[config.mk]
export PLATFORM = sky130hd
export DESIGN_NAME = text_stream_line_formatter_top
export DESIGN_NICKNAME = d
export VERILOG_FILES = /design/src/rtl/tslf_pkg.sv /design/src/rtl/tslf_front.sv /design/src/rtl/tslf_fifo.sv /design/src/rtl/tslf_back.sv /design/src/rtl/text_stream_line_formatter_top.sv
export SDC_FILE = /design/constraint.sdc
export NUM_CORES = 1
export LEC_CHECK = 0
export BUFFER_PORTS_ARGS = -buffer_cell sky130_fd_sc_hd__buf_2
export CAP_MARGIN = 30
export CORE_MARGIN = 3
export CORE_UTILIZATION = 35
export CTS_BUF_LIST = sky130_fd_sc_hd__clkbuf_4 sky130_fd_sc_hd__clkbuf_8
export DETAILED_ROUTE_END_ITERATION = 6
export GPL_ROUTABILITY_DRIVEN = 0
export GPL_TIMING_DRIVEN = 0
export PLACE_DENSITY_LB_ADDON = 0.08
export SLEW_MARGIN = 15
export SYNTH_ARGS = -nofsm -noshare
export SYNTH_HDL_FRONTEND = slang
export SYNTH_SLANG_ARGS = --single-unit
[constraint.sdc]
create_clock -name clk -period 3.9 [get_ports clk]
set_input_delay 0.78 -clock clk [delete_from_list [all_inputs] [get_ports clk]]
set_output_delay 0.78 -clock clk [all_outputs]
set_load 0.05 [all_outputs]
[src/rtl/tslf_pkg.sv]
// tslf_pkg: shared types and constants for the text stream line formatter
// no dependencies

package tslf_pkg;

  localparam int DEF_NUMBER_DIGITS = 6;
  localparam int DEF_QUEUE_DEPTH   = 4;

  localparam int CFG_AW = 5;

  localparam logic [2:0] REG_SHOW_NONPRINTING = 3'd0;
  localparam logic [2:0] REG_NUMBER_NONBLANK  = 3'd1;
  localparam logic [2:0] REG_SHOW_ENDS        = 3'd2;
  localparam logic [2:0] REG_NUMBER_ALL       = 3'd3;
  localparam logic [2:0] REG_SQUEEZE_BLANK    = 3'd4;
  localparam logic [2:0] REG_SHOW_TABS        = 3'd5;

  localparam logic [7:0] CH_TAB    = 8'd9;
  localparam logic [7:0] CH_NL     = 8'd10;
  localparam logic [7:0] CH_US     = 8'd31;
  localparam logic [7:0] CH_SPACE  = 8'h20;
  localparam logic [7:0] CH_DOLLAR = 8'h24;
  localparam logic [7:0] CH_ZERO   = 8'h30;
  localparam logic [7:0] CH_I      = 8'h49;
  localparam logic [7:0] CH_CARET  = 8'h5e;
  localparam logic [7:0] CH_DEL    = 8'd127;

  typedef struct packed {
    logic show_nonprinting;
    logic number_nonblank;
    logic show_ends;
    logic number_all;
    logic squeeze_blank;
    logic show_tabs;
  } cfg_t;

  // one classified byte waiting for the back end
  typedef struct packed {
    logic       num_en;
    logic       dollar_en;
    logic       caret_en;
    logic [7:0] data;
  } cmd_t;

  typedef enum logic [2:0] {
    ST_START,
    ST_DIGIT,
    ST_TAB,
    ST_DOLLAR,
    ST_CARET,
    ST_DATA
  } st_t;

endpackage

[src/rtl/tslf_front.sv]
// tslf_front: accepts input bytes, keeps history and line counter, classifies
// depends on tslf_pkg

module tslf_front #(
  parameter int NUMBER_DIGITS = tslf_pkg::DEF_NUMBER_DIGITS
) (
  input  logic                         clk,
  input  logic                         rst_n,
  input  tslf_pkg::cfg_t               cfg,
  input  logic                         acc,
  input  logic [7:0]                   in_byte,
  input  logic                         file_start,
  output logic                         push,
  output tslf_pkg::cmd_t               push_cmd,
  output logic [4*NUMBER_DIGITS-1:0]   push_bcd
);
  import tslf_pkg::*;

  localparam int BW = 4 * NUMBER_DIGITS;
  localparam logic [BW-1:0] BCD_ONE = BW'(1);

  logic [7:0]    prev_byte_r, prev_byte_nxt;
  logic          prev_valid_r, prev_valid_nxt;
  logic [7:0]    prev2_byte_r, prev2_byte_nxt;
  logic [BW-1:0] bcd_r, bcd_nxt;

  logic [7:0]    pb;
  logic          pv;
  logic [7:0]    p2;
  logic [BW-1:0] bcd;
  logic [BW-1:0] bcd_inc;
  logic          all_nines;
  logic          carry;
  logic          ctrl, squeezed, at_start, differs, num_en;

  assign pb  = file_start ? 8'd0 : prev_byte_r;
  assign pv  = file_start ? 1'b0 : prev_valid_r;
  assign p2  = file_start ? 8'd0 : prev2_byte_r;
  assign bcd = file_start ? BCD_ONE : bcd_r;

  // decimal increment, holding at all nines
  always_comb begin
    bcd_inc   = bcd;
    carry     = 1'b1;
    all_nines = 1'b1;
    for (int i = 0; i < NUMBER_DIGITS; i++) begin
      if (bcd[4*i +: 4] != 4'd9) all_nines = 1'b0;
      if (carry) begin
        if (bcd[4*i +: 4] == 4'd9) begin
          bcd_inc[4*i +: 4] = 4'd0;
        end else begin
          bcd_inc[4*i +: 4] = bcd[4*i +: 4] + 4'd1;
          carry             = 1'b0;
        end
      end
    end
    if (all_nines) bcd_inc = bcd;
  end

  always_comb begin
    ctrl     = (in_byte < CH_TAB) || (in_byte > CH_NL && in_byte <= CH_US) ||
               (in_byte == CH_DEL);
    squeezed = cfg.squeeze_blank && in_byte == CH_NL && pv && pb == CH_NL && p2 == CH_NL;
    at_start = (pv && pb == CH_NL) || (bcd == BCD_ONE);
    differs  = !pv || (pb != in_byte);
    if (cfg.number_nonblank) begin
      num_en = at_start && differs && in_byte != CH_NL;
    end else begin
      num_en = cfg.number_all && at_start;
    end

    push               = acc && !squeezed;
    push_bcd           = bcd;
    push_cmd.num_en    = num_en;
    push_cmd.dollar_en = cfg.show_ends && in_byte == CH_NL;
    push_cmd.caret_en  = (cfg.show_nonprinting && ctrl) || (cfg.show_tabs && in_byte == CH_TAB);
    if (cfg.show_nonprinting && ctrl) begin
      push_cmd.data = {1'b0, ~in_byte[6], in_byte[5:0]};
    end else if (cfg.show_tabs && in_byte == CH_TAB) begin
      push_cmd.data = CH_I;
    end else begin
      push_cmd.data = in_byte;
    end

    prev_byte_nxt  = prev_byte_r;
    prev_valid_nxt = prev_valid_r;
    prev2_byte_nxt = prev2_byte_r;
    bcd_nxt        = bcd_r;
    if (acc) begin
      prev2_byte_nxt = pv ? pb : 8'd0;
      prev_byte_nxt  = in_byte;
      prev_valid_nxt = 1'b1;
      bcd_nxt        = (!squeezed && num_en) ? bcd_inc : bcd;
    end
  end

  always_ff @(posedge clk) begin
    if (!rst_n) begin
      prev_byte_r  <= 8'd0;
      prev_valid_r <= 1'b0;
      prev2_byte_r <= 8'd0;
      bcd_r        <= BCD_ONE;
    end else begin
      prev_byte_r  <= prev_byte_nxt;
      prev_valid_r <= prev_valid_nxt;
      prev2_byte_r <= prev2_byte_nxt;
      bcd_r        <= bcd_nxt;
    end
  end

`ifndef NO_ASSERTIONS
  a_hist_shift: assert property (@(posedge clk) disable iff (!rst_n)
    acc |=> prev_valid_r && prev_byte_r == $past(in_byte))
    else $error("history not updated on accepted byte");
`endif

endmodule

[src/rtl/tslf_fifo.sv]
// tslf_fifo: short register queue between the front and back ends
// no dependencies

module tslf_fifo #(
  parameter int WIDTH = 8,
  parameter int DEPTH = 4
) (
  input  logic             clk,
  input  logic             rst_n,
  input  logic             push,
  input  logic [WIDTH-1:0] wdata,
  input  logic             pop,
  output logic [WIDTH-1:0] rdata,
  output logic             empty,
  output logic             full
);

  localparam int PW = (DEPTH > 1) ? $clog2(DEPTH) : 1;
  localparam int CW = $clog2(DEPTH + 1);

  logic [WIDTH-1:0] mem_r [DEPTH];
  logic [PW-1:0]    wr_ptr_r, wr_ptr_nxt;
  logic [PW-1:0]    rd_ptr_r, rd_ptr_nxt;
  logic [CW-1:0]    count_r, count_nxt;

  assign rdata = mem_r[rd_ptr_r];
  assign empty = (count_r == '0);
  assign full  = (count_r == CW'(DEPTH));

  always_comb begin
    wr_ptr_nxt = wr_ptr_r;
    rd_ptr_nxt = rd_ptr_r;
    count_nxt  = count_r;
    if (push) wr_ptr_nxt = (wr_ptr_r == PW'(DEPTH - 1)) ? '0 : wr_ptr_r + PW'(1);
    if (pop)  rd_ptr_nxt = (rd_ptr_r == PW'(DEPTH - 1)) ? '0 : rd_ptr_r + PW'(1);
    if (push && !pop) count_nxt = count_r + CW'(1);
    if (pop && !push) count_nxt = count_r - CW'(1);
  end

  always_ff @(posedge clk) begin
    if (push) mem_r[wr_ptr_r] <= wdata;
  end

  always_ff @(posedge clk) begin
    if (!rst_n) begin
      wr_ptr_r <= '0;
      rd_ptr_r <= '0;
      count_r  <= '0;
    end else begin
      wr_ptr_r <= wr_ptr_nxt;
      rd_ptr_r <= rd_ptr_nxt;
      count_r  <= count_nxt;
    end
  end

`ifndef NO_ASSERTIONS
  a_no_overflow: assert property (@(posedge clk) disable iff (!rst_n)
    !(push && full))
    else $error("push into full queue");
  a_no_underflow: assert property (@(posedge clk) disable iff (!rst_n)
    !(pop && empty))
    else $error("pop from empty queue");
`endif

endmodule

[src/rtl/tslf_back.sv]
// tslf_back: expands queued commands into output bytes, one per cycle while out_tready allows
// depends on tslf_pkg

module tslf_back #(
  parameter int NUMBER_DIGITS = tslf_pkg::DEF_NUMBER_DIGITS
) (
  input  logic                       clk,
  input  logic                       rst_n,
  input  logic                       head_valid,
  input  tslf_pkg::cmd_t             head_cmd,
  input  logic [4*NUMBER_DIGITS-1:0] head_bcd,
  output logic                       pop,
  output logic                       out_tvalid,
  input  logic                       out_tready,
  output logic [7:0]                 out_tdata,
  output logic                       out_tlast
);
  import tslf_pkg::*;

  localparam int DIGW = (NUMBER_DIGITS > 1) ? $clog2(NUMBER_DIGITS) : 1;
  localparam logic [DIGW-1:0] DIG_TOP = DIGW'(NUMBER_DIGITS - 1);

  st_t             st_r, st_nxt;
  logic [DIGW-1:0] dig_r, dig_nxt;
  logic            seen_r, seen_nxt;
  logic            out_tvalid_r, out_tvalid_nxt;
  logic [7:0]      out_tdata_r, out_tdata_nxt;
  logic            out_tlast_r, out_tlast_nxt;

  st_t             ph;
  st_t             after_tab;
  logic [DIGW-1:0] dig;
  logic            seen;
  logic [3:0]      d;
  logic            adv, fire;

  assign out_tvalid = out_tvalid_r;
  assign out_tdata  = out_tdata_r;
  assign out_tlast  = out_tlast_r;

  always_ff @(posedge clk) begin
    if (!rst_n) begin
      st_r         <= ST_START;
      dig_r        <= '0;
      seen_r       <= 1'b0;
      out_tvalid_r <= 1'b0;
    end else begin
      st_r         <= st_nxt;
      dig_r        <= dig_nxt;
      seen_r       <= seen_nxt;
      out_tvalid_r <= out_tvalid_nxt;
    end
  end

  always_ff @(posedge clk) begin
    out_tdata_r <= out_tdata_nxt;
    out_tlast_r <= out_tlast_nxt;
  end

  always_comb begin
    adv  = !out_tvalid_r || out_tready;
    fire = adv && head_valid;

    if (head_cmd.dollar_en)     after_tab = ST_DOLLAR;
    else if (head_cmd.caret_en) after_tab = ST_CARET;
    else                        after_tab = ST_DATA;

    if (st_r == ST_START) begin
      ph   = head_cmd.num_en ? ST_DIGIT : after_tab;
      dig  = DIG_TOP;
      seen = 1'b0;
    end else begin
      ph   = st_r;
      dig  = dig_r;
      seen = seen_r;
    end
    d = head_bcd[4*dig +: 4];

    st_nxt         = st_r;
    dig_nxt        = dig_r;
    seen_nxt       = seen_r;
    pop            = 1'b0;
    out_tvalid_nxt = adv ? 1'b0 : out_tvalid_r;
    out_tdata_nxt  = out_tdata_r;
    out_tlast_nxt  = out_tlast_r;

    if (fire) begin
      out_tvalid_nxt = 1'b1;
      out_tlast_nxt  = 1'b0;
      unique case (ph)
        ST_DIGIT: begin
          out_tdata_nxt = (seen || d != 4'd0 || dig == '0) ? (CH_ZERO | {4'd0, d}) : CH_SPACE;
          seen_nxt      = seen || d != 4'd0;
          dig_nxt       = dig - DIGW'(1);
          st_nxt        = (dig == '0) ? ST_TAB : ST_DIGIT;
        end
        ST_TAB: begin
          out_tdata_nxt = CH_TAB;
          st_nxt        = after_tab;
        end
        ST_DOLLAR: begin
          out_tdata_nxt = CH_DOLLAR;
          st_nxt        = head_cmd.caret_en ? ST_CARET : ST_DATA;
        end
        ST_CARET: begin
          out_tdata_nxt = CH_CARET;
          st_nxt        = ST_DATA;
        end
        ST_DATA: begin
          out_tdata_nxt = head_cmd.data;
          out_tlast_nxt = 1'b1;
          pop           = 1'b1;
          st_nxt        = ST_START;
        end
        default: begin
          st_nxt = ST_START;
        end
      endcase
    end
  end

`ifndef NO_ASSERTIONS
  a_pop_on_last: assert property (@(posedge clk) disable iff (!rst_n)
    pop |=> out_tvalid_r && out_tlast_r)
    else $error("command retired without final byte");
  a_last_digit: assert property (@(posedge clk) disable iff (!rst_n)
    fire && ph == ST_DIGIT && dig == '0 |=> out_tdata_r != CH_SPACE)
    else $error("units digit printed as padding");
  a_mid_state: assert property (@(posedge clk) disable iff (!rst_n)
    st_r != ST_START |-> head_valid)
    else $error("command in progress without queue entry");
`endif

endmodule

[src/rtl/text_stream_line_formatter_top.sv]
// an accepted byte passes the command queue and then the output register before it shows
// output: one byte per cycle while out_tready allows; each command gives one data byte,
// a numbered line start adds NUMBER_DIGITS digit bytes and a tab, and show_ends and caret escapes add a $ and a ^,
// all in the output sequencer; a small command queue lets input keep flowing while a prefix is being written
// reset (synchronous, rst_n low): config and state registers cleared, history empty, line counter one, queue empty
// text_stream_line_formatter_top: config registers, front, queue and back; depends on tslf_pkg

module text_stream_line_formatter_top #(
  parameter int NUMBER_DIGITS = tslf_pkg::DEF_NUMBER_DIGITS,
  parameter int QUEUE_DEPTH   = tslf_pkg::DEF_QUEUE_DEPTH
) (
  input  logic                        clk,
  input  logic                        rst_n,
  input  logic                        in_tvalid,
  output logic                        in_tready,
  input  logic [7:0]                  in_tdata,   // [7:0] in_byte
  input  logic                        in_tuser,   // [0] file_start
  output logic                        out_tvalid,
  input  logic                        out_tready,
  output logic [7:0]                  out_tdata,  // [7:0] out_byte
  output logic                        out_tlast,
  input  logic                        cfg_psel,
  input  logic                        cfg_penable,
  input  logic                        cfg_pwrite,
  input  logic [tslf_pkg::CFG_AW-1:0] cfg_paddr,
  input  logic [31:0]                 cfg_pwdata,
  output logic [31:0]                 cfg_prdata,
  output logic                        cfg_pready
);
  import tslf_pkg::*;

  localparam int BW = 4 * NUMBER_DIGITS;
  localparam int QW = $bits(cmd_t) + BW;

  cfg_t          cfg_r, cfg_nxt;
  logic [2:0]    reg_idx;
  logic          cfg_wr;
  logic          acc, push, pop, q_empty, q_full;
  cmd_t          push_cmd, head_cmd;
  logic [BW-1:0] push_bcd, head_bcd;

  assign cfg_pready = 1'b1;
  assign reg_idx    = cfg_paddr[4:2];
  assign cfg_wr     = cfg_psel && cfg_penable && cfg_pwrite && cfg_pready;

  always_comb begin
    cfg_nxt = cfg_r;
    if (cfg_wr) begin
      unique case (reg_idx)
        REG_SHOW_NONPRINTING: cfg_nxt.show_nonprinting = cfg_pwdata[0];
        REG_NUMBER_NONBLANK:  cfg_nxt.number_nonblank  = cfg_pwdata[0];
        REG_SHOW_ENDS:        cfg_nxt.show_ends        = cfg_pwdata[0];
        REG_NUMBER_ALL:       cfg_nxt.number_all       = cfg_pwdata[0];
        REG_SQUEEZE_BLANK:    cfg_nxt.squeeze_blank    = cfg_pwdata[0];
        REG_SHOW_TABS:        cfg_nxt.show_tabs        = cfg_pwdata[0];
        default: ;
      endcase
    end
  end

  always_comb begin
    unique case (reg_idx)
      REG_SHOW_NONPRINTING: cfg_prdata = {31'd0, cfg_r.show_nonprinting};
      REG_NUMBER_NONBLANK:  cfg_prdata = {31'd0, cfg_r.number_nonblank};
      REG_SHOW_ENDS:        cfg_prdata = {31'd0, cfg_r.show_ends};
      REG_NUMBER_ALL:       cfg_prdata = {31'd0, cfg_r.number_all};
      REG_SQUEEZE_BLANK:    cfg_prdata = {31'd0, cfg_r.squeeze_blank};
      REG_SHOW_TABS:        cfg_prdata = {31'd0, cfg_r.show_tabs};
      default:              cfg_prdata = 32'd0;
    endcase
  end

  always_ff @(posedge clk) begin
    if (!rst_n) begin
      cfg_r <= '0;
    end else begin
      cfg_r <= cfg_nxt;
    end
  end

  assign in_tready = !q_full;
  assign acc       = in_tvalid && in_tready;

  tslf_front #(
    .NUMBER_DIGITS(NUMBER_DIGITS)
  ) u_front (
    .clk        (clk),
    .rst_n      (rst_n),
    .cfg        (cfg_r),
    .acc        (acc),
    .in_byte    (in_tdata),
    .file_start (in_tuser),
    .push       (push),
    .push_cmd   (push_cmd),
    .push_bcd   (push_bcd)
  );

  tslf_fifo #(
    .WIDTH(QW),
    .DEPTH(QUEUE_DEPTH)
  ) u_fifo (
    .clk   (clk),
    .rst_n (rst_n),
    .push  (push),
    .wdata ({push_bcd, push_cmd}),
    .pop   (pop),
    .rdata ({head_bcd, head_cmd}),
    .empty (q_empty),
    .full  (q_full)
  );

  tslf_back #(
    .NUMBER_DIGITS(NUMBER_DIGITS)
  ) u_back (
    .clk        (clk),
    .rst_n      (rst_n),
    .head_valid (!q_empty),
    .head_cmd   (head_cmd),
    .head_bcd   (head_bcd),
    .pop        (pop),
    .out_tvalid (out_tvalid),
    .out_tready (out_tready),
    .out_tdata  (out_tdata),
    .out_tlast  (out_tlast)
  );

endmodule
# Yosys cells after proc, flatten, opt, wreduce, memory -nomap -nowiden
# Memories as Yosys holds them, arrays and structs flattened. A register that Yosys moved wholly into a read port is not among the register bits.
# Index checks and enable logic that the tools add are counted.
# word_totals
output_inout_bits,44
n_memories,1
ram_bits,140
input_bits,53
word_cells,179
reg_bits,71
# classes
n_lt_le_gt_ge,3
shifts,1
n_reduce_logical,51
eq_ne,33
mux,59
bitwise_logic,1
add_sub_neg,11
# mem_list
memory,depth,word_bits,rd,rd_ports_with_merged_regs,write_ports,line,rtl
u_fifo.mem_r,4,35,1,1,1,tslf_fifo.sv:21,logic [WIDTH-1:0] mem_r [DEPTH];
# op_table
op,count
24-bit two-way mux,3
4-bit two-way mux,11
8-bit two-way mux,5
8-bit one-hot mux with 5 select lines,1
"8-bit by 4-bit equality test with 1-bit output, second input constant",4
1-bit two-way mux,25
"4-bit by 1-bit adder with 4-bit output, second input constant",6
"24-bit by 1-bit equality test with 1-bit output, second input constant",1
"4-bit equality test, second input constant",6
"4-bit inequality test, second input constant",6
24-bit by 6-bit variable part select with 4-bit output,1
1-bit logical AND,20
3-bit two-way mux,6
2-bit AND reduction,8
"3-bit equality test, second input constant",5
"3-bit by 2-bit equality test with 1-bit output, second input constant",4
3-bit zero test,4
3-bit one-hot mux with 4 select lines,1
2-bit two-way mux,5
"8-bit by 7-bit equality test with 1-bit output, second input constant",1
"8-bit by 4-bit greater-than comparator with 1-bit output, second input constant",1
"8-bit by 5-bit <= comparator with 1-bit output, second input constant",1
1-bit logical OR,8
"8-bit by 4-bit less-than comparator with 1-bit output, second input constant",1
14 further kinds,25

# Logic depth before layout (Yosys ltp)
# depth
word_depth,11
mapped_depth,14
mapped_depth_nobuf,12

# Cells and area by module
# From an unflattened synthesis, not the netlist that was laid out.
# hier_totals
cells_unflattened,819
area_unflattened_um2,10162.2
# modules_own_cells
module,cells_per_inst,seq_area_each_um2,n_inst,area_each_um2
tslf_fifo,230,4384.2,1,5566.6
tslf_front,383,820.8,1,2850.2
tslf_back,138,430.4,1,1168.6
text_stream_line_formatter_top,68,120.1,1,576.8

# Worst setup path before layout
# OpenSTA, ideal clock, no wires.
# synth_path
path_type,input to register
start,in in_tuser
end,reg u_fifo.count_r[2]
setup_time_ns,0.070
path_stages,14
required_ns,3.830
path_buffers,3
path_slack_ns,0.489
arrival_time_ns,3.341
cell_sequence,buf_2 > buf_2 > nor4b_1 > nand4_1 > nor3_2 > buf_2 > nor2_1 > inv_1 > ha_1 > inv_1 > fa_1 > xor2_1 > or3_1 > a21oi_1
# synth_via
elab_chain_len,9
# synth_rtl
element,line,rtl
from (decl),text_stream_line_formatter_top.sv:17,"input logic in_tuser,"
8-bit two-way mux / 1-bit two-way mux (equally long branches),"tslf_front.sv:36, tslf_front.sv:37",
8-bit by 4-bit equality test with 1-bit output / 1-bit logical AND (equally long branches),tslf_front.sv:63,squeezed = cfg.squeeze_blank && in_byte == CH_NL && pv && pb == CH_NL && p2 == CH_NL;
1-bit logical AND,tslf_front.sv:63,
1-bit logical AND *,tslf_front.sv:63,
1-bit zero test *,tslf_front.sv:72,push = acc && !squeezed;
1-bit logical AND *,tslf_front.sv:72,
1-bit zero test,tslf_fifo.sv:37,if (pop && !push) count_nxt = count_r - CW'(1);
1-bit logical AND,tslf_fifo.sv:37,
3-bit two-way mux / 2-bit nonzero test (equally long branches),--,
to (signal assigned),tslf_fifo.sv:52,count_r <= count_nxt;
to (decl),tslf_fifo.sv:24,"logic [CW-1:0] count_r, count_nxt;"
# Every way passes the cells marked *; elsewhere a longest branch is shown, timed or not.
# A chain may end at the register's enable or synchronous reset.

# Worst setup path after layout
# Same ends and word-level chain as after synthesis.

==> impl_metrics.yaml <==
run_status:
  status: "completed"
min_path:
  hold_start: "u_front.prev2_byte_r[3]$_SDFFE_PN0P_"
  hold_path_class: "reg2reg"
yosys:
  ys_types: 80
  synth_async_sr_flop_share_pct: 0
  syn_area_um2: 10100
  ys_warn_count: 0
  synth_flop_cell: "edfxtp_1"
  synth_edf_count: 149
  synth-seq-cells: 213
  avgSynthCellArea_um2: 12.0
  netlist_instances: 840
  synth_seq_area_share_pct: 57.2
placed_design:
  placed_area_um2: 10900
  io_buffers: 27
  hpwl_mm: 18.3
drt:
  drc_errors: 0
  drt-total-wl_mm: 26.3
  via_per_inst: 5.10
  first_pass_iters: 5
  avgRoutedWirePerCell_um: 19.4
  drt-initial-drc-count: 547
  postRouteAntennaNets: 0
  vias: 6908
die:
  core_um2: 28100
  fp.dieArea_um2: 30800
  boundaryPins: 97
  die_h_um: 176
  start_util_pct: 35.8
  rows: 61
  die_w_um: 176
sta:
  final.min_clock_period_ns: 3.65
  rsz0062_at_grt: "no"
  worst_slew_pin_slew_ns: 0.811
  relSlewSlack_pct: 46.0
  finalSetupViolCount: 0
  period_share_pct: 93.6
  max_freq_ghz: 0.274
  final-max-slew-violation-count: 0
  clock-skew-final_ns: 0.0231
  hold_viol: 0
global_route:
  grt.met1_usage_pct: 24.2
  top_usage_layer: "met2"
  met3_usage_pct: 3.18
  first_global_vias: 6861
  grt_max_degree: 24
  grt_usage_pct: 17.0
  grt_pass1_wl_mm: 40.5
  use_met2_pct: 26.3
  grt-ovfl-total: 0
  antenna_found_initial: 1
setup_path:
  cp-end-kind: "flop"
  start_kind: "input pin"
  r2r-end: "u_fifo.count_r[2]$_SDFFE_PN0P_"
  rrSetupSlack_ns: 0.46
  startpoint: "in_tuser"
  crit_arrival_ns: 4.11
  critPathMaxFanout: 10
  criticalPathCategory: "in2reg"
  crit_required_ns: 4.36
  worstSetupEndpoint: "u_fifo.count_r[2]$_SDFFE_PN0P_"
  ff2ff_path_depth: 13
layout:
  drive_gt1_share_pct: 21.1
  fin_nets: 1007
  syn_to_final_growth_pct: 16.2
  fin_area_um2: 11700
power:
  leakagePower_nw: 4.09
  power.total_w: 0.00682
  peakVddDrop_mv: 0.296
  powerDensity_nw_per_um2: 583
clock_network:
  cts.path.max_buffers: 3
  cts_buffers: 40
  clkTransAtPathRegs_ns: 0.05
  clkSinkCount: 213
  tritoncts: "yes"
  clk-insertion-delay-late_ns: 0.55
  clock-root-buffer: "clkbuf_8"
  postCtsSetupBuffers: 0
  htreeDepth: 2
job:
  cap_violations: 0
-- worst max-delay path, stage by stage --
cell	delay, ns
buf_2	0.10
buf_2	0.20
buf_2	0.23
nor4b_1	0.28
nand4_1	0.23
nor3_4	0.33
buf_2	0.31
nor2_1	0.15
inv_1	0.23
ha_1	0.23
inv_1	0.06
fa_1	0.37
xor2_1	0.16
or3_1	0.30
a21oi_1	0.14
-- placed cells by master, fill, tap and decap left out, types with 16 or more instances in the layout --
cell and count:
edfxtp_1 149, nand2_1 80, dfxtp_1 64, nor2_1 56, a21oi_1 47, clkbuf_8 43
buf_2 42, mux4_2 35, nand3_1 33, clkbuf_1 32, buf_4 32, conb_1 32
nor2b_1 26, inv_1 20, o21ai_0 20, nor3_1 16, mux2i_1 16
-- stage by stage --
stage	TNS, ns	hold WS, ns	cells	util [%]	worst slack, ns
after floorplan	0	0.427	870	-	0.489
after global placement	-68.39	0.445	1275	38.4	-0.509
after detailed placement	-0.532	0.444	1280	38.8	-0.374
after CTS	0	0.452	1352	41.6	0.183
after global routing	0	0.469	1353	41.6	0.0764
final	0	0.448	1354	41.7	0.251
-- area by class of cell --
class	instances	area, µm²
diodes	1	2.50
well taps	378	473
inverters	22	82.6
plain buffers	86	470
multi-input cells	549	3880
flip-flops and latches	213	5760
repair buffers	33	233
clock buffers	56	689
clock inverters	16	110
fillers	2727	16400
-- power by group --
part	internal, W	total (W)	switching, W
clock	0.00121	0.00216	0.000949
combinational	0.000654	0.00189	0.00124
sequential	0.00268	0.00276	0.0000801
-- state kept, by name, summed over array words and instances (netlist names), named ones only --
signal and count:
cfg_r 6, u_back.dig_r 3, u_back.out_tdata 8, u_back.out_tlast 1
u_back.out_tvalid 1, u_back.seen_r 1, u_back.st_r 3, u_fifo.count_r 3
u_fifo.mem_r 140, u_fifo.rd_ptr_r 2, u_fifo.wr_ptr_r 2, u_front.bcd_r 24
u_front.prev2_byte_r 8, u_front.prev_byte_r 8, u_front.prev_valid_r 1
-- metal layers --
metal	wire length, µm	share of wire, %	vias to the layer above
met5	0	0	-
met4	662	2.5	0
met3	1140	4.3	59
met2	11900	45	180
met1	12600	48	3349
li1	-	-	3320
-- synth_stat cells (all sizes together), types with 7 or more instances --
cell / number / area share (%)
nand3: 33 / 1.6
nor4: 9 / 0.62
a21o: 7 / 0.52
nand2: 81 / 3.1
dfxtp: 64 / 13
mux2i: 16 / 1.6
inv: 20 / 0.75
o21ai: 22 / 1.1
ha: 8 / 0.99
clkbuf: 34 / 1.3
a21oi: 47 / 2.3
edfxtp: 149 / 44
mux4: 35 / 7.8
and2: 10 / 0.62
nand4: 13 / 0.81
nor2b: 27 / 1.7
nor4b: 7 / 0.67
nor2: 57 / 2.1
buf: 52 / 3.4
nor3: 21 / 1.4
a211oi: 7 / 0.52
-- timing repair --
action | CTS | global route
gates resized for setup | 0 | 1
setup endpoints to repair | 0 | 1
hold buffers | 0 | 0
-- kinds of logic after synthesis --
logic type / Yosys count / synth area share, %
muxes: 53 / 9.64
buffers and inverters: 108 / 5.49
adders and majority gates: 9 / 1.19
DFF: 213 / 57.2
other: 2 / 0.0746
xor gates and xnor gates: 11 / 0.957
and+or+nand+nor: 298 / 15.7
AOI/OAI and AO/OA: 146 / 9.79
-- how the worst min path moves through the flow --
stage                                                       to  slack, ns  cells after the start
final                     u_front.prev2_byte_r[3]$_SDFFE_PN0P_       0.45                      2
after CTS                 u_front.prev2_byte_r[3]$_SDFFE_PN0P_       0.45                      2
after global placement    u_front.prev2_byte_r[3]$_SDFFE_PN0P_       0.44                      2
after floorplan           u_front.prev2_byte_r[3]$_SDFFE_PN0P_       0.43                      2
after global routing      u_front.prev2_byte_r[6]$_SDFFE_PN0P_       0.47                      2
after detailed placement  u_front.prev2_byte_r[3]$_SDFFE_PN0P_       0.44                      2
No activity file was read; power rests on OpenSTA's default activity.
